<file path="src/hdl/acpb_pkg.sv">
// shared types and constants for the anti-aliased circle pixel blender
// no dependencies; imported by every module of the block
`default_nettype none

package acpb_pkg;

    // wide enough for subsample grids up to 11 by 11 (121 subsamples)
    localparam int CNT_W = 7;

    // register stages in each half of the pipeline
    localparam int COV_STAGES   = 5;
    localparam int BLEND_STAGES = 5;

    localparam logic [7:0] CHAN_MAX = 8'd255;

    typedef enum logic [1:0] {
        REG_CENTER_X     = 2'd0,
        REG_CENTER_Y     = 2'd1,
        REG_RADIUS       = 2'd2,
        REG_SOURCE_COLOR = 2'd3
    } cfg_reg_t;

    typedef struct packed {
        logic [11:0] pixel_x;
        logic [11:0] pixel_y;
        logic [31:0] dest_pixel;
    } pixel_req_t;

    typedef struct packed {
        logic [31:0] new_pixel;
        logic        write_enable;
        logic [4:0]  coverage_count;
    } pixel_res_t;

    typedef struct packed {
        logic signed [13:0] center_x;
        logic signed [13:0] center_y;
        logic [11:0]        radius;
    } circle_cfg_t;

    typedef struct packed {
        logic             valid;
        logic [31:0]      dest_pixel;
        logic [CNT_W-1:0] count;
    } cov_bus_t;

endpackage

`default_nettype wire

</file>
<file path="src/hdl/acpb_blend.sv">
// alpha scaling and colour blend pipeline: five stages from count to result
// depends on acpb_pkg
`default_nettype none

module acpb_blend #(
    parameter int SUBSAMPLE_RADIUS = 2
) (
    input  wire logic                clk,
    input  wire logic                rst_n,
    input  wire acpb_pkg::cov_bus_t  cov,
    input  wire logic [31:0]         source_color,
    output logic                     done,
    output acpb_pkg::pixel_res_t     result
);
    import acpb_pkg::*;

    localparam int GRID     = 2 * SUBSAMPLE_RADIUS + 1;
    localparam int D2       = GRID * GRID;
    localparam int N_W      = CNT_W + 8;
    localparam int FRAC     = 16;
    localparam int RECIP_W  = FRAC;
    localparam int RECIP_I  = (1 << FRAC) / D2;
    localparam logic [RECIP_W-1:0] RECIP = RECIP_W'(RECIP_I);
    localparam logic [N_W-1:0]     D2_C  = N_W'(D2);

    // stage 1: count times alpha
    logic             v1_reg, v1_next;
    logic [N_W-1:0]   n1_reg, n1_next;
    logic [CNT_W-1:0] cnt1_reg, cnt1_next;
    logic [31:0]      dest1_reg, dest1_next;
    // stage 2: reciprocal estimate of the quotient
    logic             v2_reg, v2_next;
    logic [N_W-1:0]   n2_reg, n2_next;
    logic [7:0]       q2_reg, q2_next;
    logic [CNT_W-1:0] cnt2_reg, cnt2_next;
    logic [31:0]      dest2_reg, dest2_next;
    // stage 3: corrected scaled alpha
    logic             v3_reg, v3_next;
    logic [7:0]       a3_reg, a3_next;
    logic [CNT_W-1:0] cnt3_reg, cnt3_next;
    logic [31:0]      dest3_reg, dest3_next;
    // stage 4: weighted channel sums
    logic             v4_reg, v4_next;
    logic [15:0]      x4_reg [3];
    logic [15:0]      x4_next [3];
    logic [CNT_W-1:0] cnt4_reg, cnt4_next;
    logic [7:0]       alpha4_reg, alpha4_next;
    // stage 5: divide by 255 and pack
    logic             done_reg, done_next;
    pixel_res_t       res_reg, res_next;

    logic [N_W+RECIP_W-1:0] prod;
    logic [N_W-1:0]         rem;
    logic [16:0]            quo;
    logic [7:0]             chan [3];

    always_comb
    begin
        v1_next    = cov.valid;
        n1_next    = N_W'(cov.count) * N_W'(source_color[31:24]);
        cnt1_next  = cov.count;
        dest1_next = cov.dest_pixel;
    end

    // estimate never exceeds the quotient and is at most one below it
    always_comb
    begin
        prod = (N_W + RECIP_W)'(n1_reg) * (N_W + RECIP_W)'(RECIP);
        v2_next    = v1_reg;
        n2_next    = n1_reg;
        q2_next    = prod[FRAC +: 8];
        cnt2_next  = cnt1_reg;
        dest2_next = dest1_reg;
    end

    always_comb
    begin
        rem = n2_reg - N_W'(q2_reg) * D2_C;
        v3_next    = v2_reg;
        a3_next    = (rem >= D2_C) ? q2_reg + 8'd1 : q2_reg;
        cnt3_next  = cnt2_reg;
        dest3_next = dest2_reg;
    end

    always_comb
    begin
        for (int c = 0; c < 3; c++)
        begin
            x4_next[c] = 16'(dest3_reg[8*c +: 8]) * 16'(CHAN_MAX - a3_reg)
                       + 16'(source_color[8*c +: 8]) * 16'(a3_reg);
        end
        v4_next     = v3_reg;
        cnt4_next   = cnt3_reg;
        alpha4_next = dest3_reg[31:24];
    end

    // floor(x / 255) as (x + (x >> 8) + 1) >> 8, exact for x up to 255 * 255
    always_comb
    begin
        quo = '0;
        for (int c = 0; c < 3; c++)
        begin
            quo = 17'(x4_reg[c]) + 17'(x4_reg[c] >> 8) + 17'd1;
            chan[c] = quo[15:8];
        end
        done_next                = v4_reg;
        res_next.new_pixel       = {alpha4_reg, chan[2], chan[1], chan[0]};
        res_next.write_enable    = (cnt4_reg != '0);
        res_next.coverage_count  = cnt4_reg[4:0];
    end

    always_ff @(posedge clk or negedge rst_n)
    begin
        if (!rst_n)
        begin
            v1_reg   <= 1'b0;
            v2_reg   <= 1'b0;
            v3_reg   <= 1'b0;
            v4_reg   <= 1'b0;
            done_reg <= 1'b0;
        end
        else
        begin
            v1_reg   <= v1_next;
            v2_reg   <= v2_next;
            v3_reg   <= v3_next;
            v4_reg   <= v4_next;
            done_reg <= done_next;
        end
    end

    always_ff @(posedge clk)
    begin
        n1_reg     <= n1_next;
        cnt1_reg   <= cnt1_next;
        dest1_reg  <= dest1_next;
        n2_reg     <= n2_next;
        q2_reg     <= q2_next;
        cnt2_reg   <= cnt2_next;
        dest2_reg  <= dest2_next;
        a3_reg     <= a3_next;
        cnt3_reg   <= cnt3_next;
        dest3_reg  <= dest3_next;
        x4_reg     <= x4_next;
        cnt4_reg   <= cnt4_next;
        alpha4_reg <= alpha4_next;
        res_reg    <= res_next;
    end

    assign done   = done_reg;
    assign result = res_reg;

endmodule

`default_nettype wire

</file>
<file path="config.mk">
export PLATFORM = sky130hd
export DESIGN_NAME = acpb_blend
export DESIGN_NICKNAME = d
export VERILOG_FILES = /design/src/hdl/acpb_pkg.sv /design/src/hdl/acpb_blend.sv
export SDC_FILE = /design/constraint.sdc
export NUM_CORES = 1
export LEC_CHECK = 0
export BUFFER_PORTS_ARGS = -buffer_cell sky130_fd_sc_hd__buf_2
export CAP_MARGIN = 20
export CORE_MARGIN = 4
export CORE_UTILIZATION = 64
export DETAILED_ROUTE_END_ITERATION = 6
export PLACE_DENSITY = 0.78
export SKIP_CTS_REPAIR_TIMING = 1
export SLEW_MARGIN = 20
export SYNTH_ARGS = -nofsm -noshare
export SYNTH_HDL_FRONTEND = slang
export SYNTH_SLANG_ARGS = --single-unit
</file>
<file path="constraint.sdc">
create_clock -name clk -period 7.2 [get_ports clk]
set_clock_uncertainty 0.2 [all_clocks]
set_input_delay 0.36 -clock clk [delete_from_list [all_inputs] [get_ports clk]]
set_output_delay 0.36 -clock clk [all_outputs]
set_load 0.05 [all_outputs]
</file>
Word-level counts from Yosys, hierarchy flattened
Index checks and enable logic that the tools add are counted.
- word-level logic and storage cells: 47
- register bits: 269
- input port bits: 74
- reductions and logical operators: 1
- $add $sub $neg: 12
- multiplexer cells: 1
- order comparisons: 1
- multipliers: 9
- operator list (kind ; number):
    $add 16x1->16 const B ; 3
    $add 16x16->16 ; 3
    $add 16x8->16 ; 3
    $mul 8x8->16 ; 3
    $mul 8x16->16 ; 2
    $mul 15x12->24 const B ; 1
    $mul 9x9->16 ; 1
    $ge 15x5->1 const B ; 1
    $mul 7x8->15 ; 1
    $sub 15x13->15 ; 1
    $mul 8x5->13 const B ; 1
    $sub 8x8->9 const A ; 1
    $add 8x1->8 const B ; 1
    $mux 8 ; 1
    $reduce_bool 7->1 ; 1

Logic depth before layout (Yosys ltp)
Gate-level depths: netlist of the first run.
- depth in word-level cells: 4
- mapped depth: 22

Least setup slack after synthesis of the first run
OpenSTA, ideal clock, no wires.
- kind: register to register
- start: register a3_reg[4]
- end: register x4_reg[15] (netlist bit)
- cell stages (with the launch flop): 20
- arrival: 5387 ps
- setup time: 86 ps
- slack: 1527 ps
- required time: 6914 ps
- clock period less this slack: 5673 ps
- cell sequence: dfxtp_1 clkbuf_1 clkbuf_1 nand2_1 fa_1 fa_1 inv_1 fa_1 fa_1 fa_1 inv_1 fa_1 inv_1 ha_1 a21o_1 a31oi_1 o21ai_0 o41ai_1 nor2_1 a211oi_1
- RTL lines (item ; RTL line ; RTL):
    from (decl) ; acpb_blend.sv:39 ; logic [7:0] a3_reg, a3_next;
    from (signal assigned) ; acpb_blend.sv:141 ; a3_reg <= a3_next;
    to (signal assigned) ; acpb_blend.sv:144 ; x4_reg <= x4_next;
    to (decl) ; acpb_blend.sv:44 ; logic [15:0] x4_reg [3];

==> results of run 1 <==
==> critical path: cells and delay by family (launching register included) <==
family          cells  cell delay (ps)
compound gates      5             1270
fa+ha+maj           7             3300
buf+inv             3              140
flops               1             1010
simple gates        2              310
==> area by class of cell <==
type / instances / area [um2]
Multi-Input combinational cell: 1632 / 17700
Fill cell: 2833 / 10900
Sequential cell: 269 / 5410
Inverter: 561 / 2110
Timing Repair Buffer: 175 / 1160
Clock buffer: 30 / 707
Tap cell: 518 / 648
Clock inverter: 19 / 234
Antenna cell: 2 / 5.00
==> routing by layer <==
layer  up-vias  GRT usage, %  routed length, um
li1       7986             -                  -
met1      8260          29.9              20300
met2       380          42.1              25800
met3       126          3.52               2390
met4         6          6.41               1500
met5         -             0                 41
==> metrics by stage <==
stage / utilization (%) / setup slack [ps] / std cells
CTS: 70.7 / 883 / 3158
global placement: 68.3 / 1080 / 3109
finish: 71.9 / 853 / 3206
global route: 71.9 / 518 / 3204
detailed placement: 68.3 / 917 / 3109
floorplan: - / 1530 / 2504
==> synth_stat cells (21+ instances only) <==
library cell,n
and2_1,159
nor2b_1,99
dfxtp_1,264
nand2b_1,99
inv_1,561
nor3_1,21
nor2_1,47
clkbuf_1,40
fa_1,383
nand3_1,27
a21oi_1,35
ha_1,366
xor2_1,24
xnor2_1,82
nand2_1,127
==> how the worst min path moves through the flow <==
stage,from,endpoint,slack [ps]
final,source_color[25],n1_reg[1]$_DFF_P_,70
after CTS,rst_n,v1_reg$_DFF_PN0_,-630
after floorplan,rst_n,done$_DFF_PN0_,-140
after global placement,rst_n,v1_reg$_DFF_PN0_,-30
after detailed placement,rst_n,v1_reg$_DFF_PN0_,-20
after global routing,source_color[25],n1_reg[1]$_DFF_P_,70
==> logic make-up (layout without fill, tap and decap cells) <==
logic type	Yosys count	after routing	synth area share (%)
AND/OR/NAND/NOR	616	616	13.4
AO/OA/AOI/OAI	152	152	4.17
adder cells (fa/ha/maj)	749	749	48.2
multiplexers	6	6	0.276
flip-flops	269	269	21.3
buffers and inverters	603	785	8.95
XOR/XNOR	106	106	3.65
other	1	5	0.0148
==> flow_metrics.py, run 1 <==
metrics = {
    "status": {
        "outcome": "finished clean",
    },
    "floorplanning": {
        "ios": 113,
        "die_y_um": 207,
        "core_mm2": 0.0389,
        "dieArea_mm2": 0.0429,
        "rows": 72,
        "start_util_pct": 65.3,
        "die_w_um": 207,
    },
    "worst_setup_path": {
        "worstPathRequired_ps": 7480,
        "rr_startpoint": "a3_reg[3]$_DFF_P_",
        "cp_cell_sequence": "nand2_1, fa_1, fa_1, inv_1, fa_1, fa_1, fa_1, inv_1, fa_1, inv_1, ha_1, a21o_1, a31oi_1, o21ai_0, o41ai_1, nor2_1, a211oi_1",
        "cp_max_fo": 28,
        "crit_start": "a3_reg[3]$_DFF_P_",
        "r2r_setup_slack_ps": 850,
        "crit_path_start_kind": "flop",
        "critPathMaxStageDelay_ps": 1010,
        "critPathMostFrequentCell": "fa_1",
        "worstSetupPathType": "flop to flop",
        "crit_end": "x4_reg[15]$_DFF_P_",
        "rr_worst_depth": 17,
        "cp-end-kind": "flop",
        "reg2reg_to": "x4_reg[15]$_DFF_P_",
        "worst_ep_arrival_time_ps": 6630,
        "crit_path_top_delay_cell": "dfxtp_1",
    },
    "finish": {
        "final_cell_mix": "561 x inv_1, 383 x fa_1, 366 x ha_1",
        "final_common_cell": "inv_1",
        "fin_nets": 3489,
        "fin_area_mm2": 0.0280,
        "drive_gt1_share_pct": 7.22,
        "largest_reg_flops": 48,
        "area_growth_pct": 10.2,
    },
    "sta": {
        "tns_ps": 0,
        "max_slew_margin_pct": 29.8,
        "fin_crit_ps": 6350,
        "finalHoldViolCount": 0,
        "maxSlewViolCount": 0,
        "fin_crit_sh_pct": 88.2,
        "fmax_mhz": 158,
        "rsz0062_at_grt": "false",
        "hold_ws_ps": 68.1,
        "finalSetupViolCount": 0,
        "tightest_slew_ps": 1050,
    },
    "logic_synthesis": {
        "synth_area_mm2": 0.0254,
        "async_flop_share_pct": 1.86,
        "synth_seq_area_share_pct": 21.3,
        "synthCells": 2502,
        "yosys.area.top_type": "fa_1",
        "synth-edff-count": 0,
        "ys.warnings.count": 0,
        "ys.flop_type": "dfxtp_1",
        "synth.avg_cell_area_um2": 10.2,
        "ys_seq_elements": 269,
        "yosysUniqueCellTypes": 60,
        "synth_area_leaders": "fa_1 30%, dfxtp_1 21%, ha_1 18%",
        "synth_top_area_share_pct": 30.2,
    },
    "clock_network": {
        "cts_made_buffers": 27,
        "cts_tree": "built",
        "path_clk_slew_ps": 70,
        "clk-insertion-delay-late_ps": 580,
        "clock-root-buffer": "clkbuf_16",
        "cts.path.max_buffers": 3,
        "htreeDepth": 1,
        "cts_sinks": 269,
    },
    "detailed_routing": {
        "drt_iter0_drc": 752,
        "wirelength_um": 50000,
        "drcViolationCount": 0,
        "viasPerCell": 5.23,
        "dr.pass1.iters": 6,
        "ant_nets": 0,
        "vias": 16800,
        "routedWlPerCell_um": 15.6,
    },
    "place": {
        "portBuffers": 112,
        "gp_congestion": 0.885,
        "placed_area_mm2": 0.0266,
        "hpwl_um": 40300,
    },
    "global_route": {
        "grt_pass1_wl_um": 85300,
        "grt_use_total_pct": 23.5,
        "gr-total-overflow": 0,
        "grt_max_degree": 49,
        "grt_pass1_vias": 18000,
        "grt_antenna_before_repair": 4,
    },
    "hold_path": {
        "min_delay_path_depth": 3,
        "hold_path.class": "input pin to flop",
    },
    "run": {
        "drv_cap": 0,
    },
}
Power of run 1 is not shown: default switching activity piles up to over one toggle a cycle in this logic, so the estimate is an artifact.
==> run 2, diff against run 1 <==
CORE_UTILIZATION = 40   (was 64)
PLACE_DENSITY = 0.52   (was 0.78)
SKIP_LAST_GASP = 1   (was unset)
==> flow_metrics.py, run 2 (same netlist as run 1, synthesis figures left out) <==
metrics = {
    "worst_setup_path": {
        "rr_worst_depth": 17,
        "cp-end-kind": "flop",
        "critPathMostFrequentCell": "fa_1",
        "rr_startpoint": "a3_reg[6]$_DFF_P_",
        "cp_max_fo": 24,
        "crit_path_top_delay_cell": "dfxtp_1",
        "r2r_setup_slack_ps": 970,
        "crit_end": "x4_reg[31]$_DFF_P_",
        "worstPathRequired_ps": 7490,
        "reg2reg_to": "x4_reg[31]$_DFF_P_",
        "critPathMaxStageDelay_ps": 920,
        "worst_ep_arrival_time_ps": 6520,
        "worst-path-buf-inv": 4,
        "worstSetupPathType": "flop to flop",
        "crit_path_start_kind": "flop",
        "crit_start": "a3_reg[6]$_DFF_P_",
        "cp_cell_sequence": "buf_4, nand2b_1, fa_1, fa_1, fa_1, inv_1, fa_1, fa_1, inv_1, fa_1, inv_1, ha_1, and2_1, a31oi_1, o211ai_1, nand3_1, or3b_2",
        "path_depth": 17,
        "crit_family": "adder cells",
    },
    "detailed_routing": {
        "drt_iter0_drc": 669,
        "dr.pass1.iters": 5,
        "vias": 16400,
        "routedWlPerCell_um": 14.5,
        "viasPerCell": 4.63,
        "ant_nets": 0,
        "wirelength_um": 51300,
        "drcViolationCount": 0,
    },
    "floorplanning": {
        "start_util_pct": 40.3,
        "ios": 113,
        "die_w_um": 260,
        "rows": 92,
        "dieArea_mm2": 0.0676,
        "core_mm2": 0.0630,
        "die_y_um": 260,
    },
    "sta": {
        "fmax_mhz": 161,
        "tns_ps": 0,
        "max_slew_margin_pct": 38.8,
        "rsz0062_at_grt": "false",
        "finalSetupViolCount": 0,
        "finalHoldViolCount": 0,
        "setup_ws_ps": 970,
        "fin_crit_sh_pct": 86.5,
        "tightest_slew_ps": 917,
        "fin_crit_ps": 6230,
        "maxSlewViolCount": 0,
    },
    "global_route": {
        "grt_use_total_pct": 15.6,
        "grt_max_degree": 34,
        "grt_antenna_before_repair": 7,
        "grt_pass1_wl_um": 87100,
        "gr-total-overflow": 0,
        "grt_pass1_vias": 17500,
    },
    "place": {
        "portBuffers": 112,
        "post-place-ws_ps": 997,
        "dp_cells": 3435,
        "hpwl_um": 42100,
        "gp_congestion": 0.800,
    },
    "finish": {
        "area_growth_pct": 12.3,
        "drive_gt1_share_pct": 7.43,
        "largest_reg_flops": 48,
        "fin_nets": 3491,
        "final_common_cell": "inv_1",
        "stdcell_count": 3540,
        "fillers": 6058,
        "final_cell_mix": "561 x inv_1, 383 x fa_1, 366 x ha_1",
    },
    "clock_network": {
        "clock-root-buffer": "clkbuf_16",
        "cts_tree": "built",
        "clk-insertion-delay-late_ps": 610,
        "cts_made_buffers": 31,
        "path_clk_slew_ps": 80,
        "htreeDepth": 1,
        "cts.path.max_buffers": 3,
        "cts_sinks": 269,
    },
    "hold_path": {
        "hold_path.class": "input pin to flop",
    },
    "status": {
        "outcome": "finished clean",
    },
    "run": {
        "drv_cap": 0,
    },
}
## run 2: area by class of cell
class                   count  area [um2]  share of cell area, %
clock buffers              40         850                   2.98
well taps                 846        1060                   3.71
flip-flops and latches    269        5410                   19.0
inverters                 561        2110                   7.39
multi-input cells        1632       17700                   62.2
diodes                      1        2.50                0.00878
clock inverters            18         213                  0.746
repair buffers            173        1150                   4.02
## run 2: routing by layer
metal	vias to the layer above	track usage, %	wire, um
met3	61	2.20	1660
met5	-	0	56
met2	190	27.9	25700
li1	7981	-	-
met4	8	3.39	1030
met1	8156	20.1	22800
## run 2: how the worst min path moves through the flow
stage / startpoint / to / slack, ps / cells after the start
2_1_floorplan: rst_n / done$_DFF_PN0_ / -140 / 0
3_3_place_gp: rst_n / v1_reg$_DFF_PN0_ / -30 / 1
3_5_place_dp: rst_n / v2_reg$_DFF_PN0_ / -20 / 1
4_1_cts: rst_n / v1_reg$_DFF_PN0_ / -690 / 1
5_1_grt: source_color[25] / n1_reg[1]$_DFF_P_ / 40 / 3
6_report: source_color[25] / n1_reg[1]$_DFF_P_ / 60 / 3
## run 2: tightest hold or removal path, stage by stage
cell,delay (ps)
buf_2,170
and2_1,150
ha_1,130
## run 2: stage by stage
stage               instance area [um2]  hold slack (ps)  utilization (%)
floorplan                         25400             -136                -
global placement                  27000            -27.8             42.9
detailed placement                27000            -23.6             42.9
CTS                               28100             -690             44.5
global route                      28500             38.6             45.3
finish                            28500             60.5             45.3
Power of run 2 is left out for the same reason.
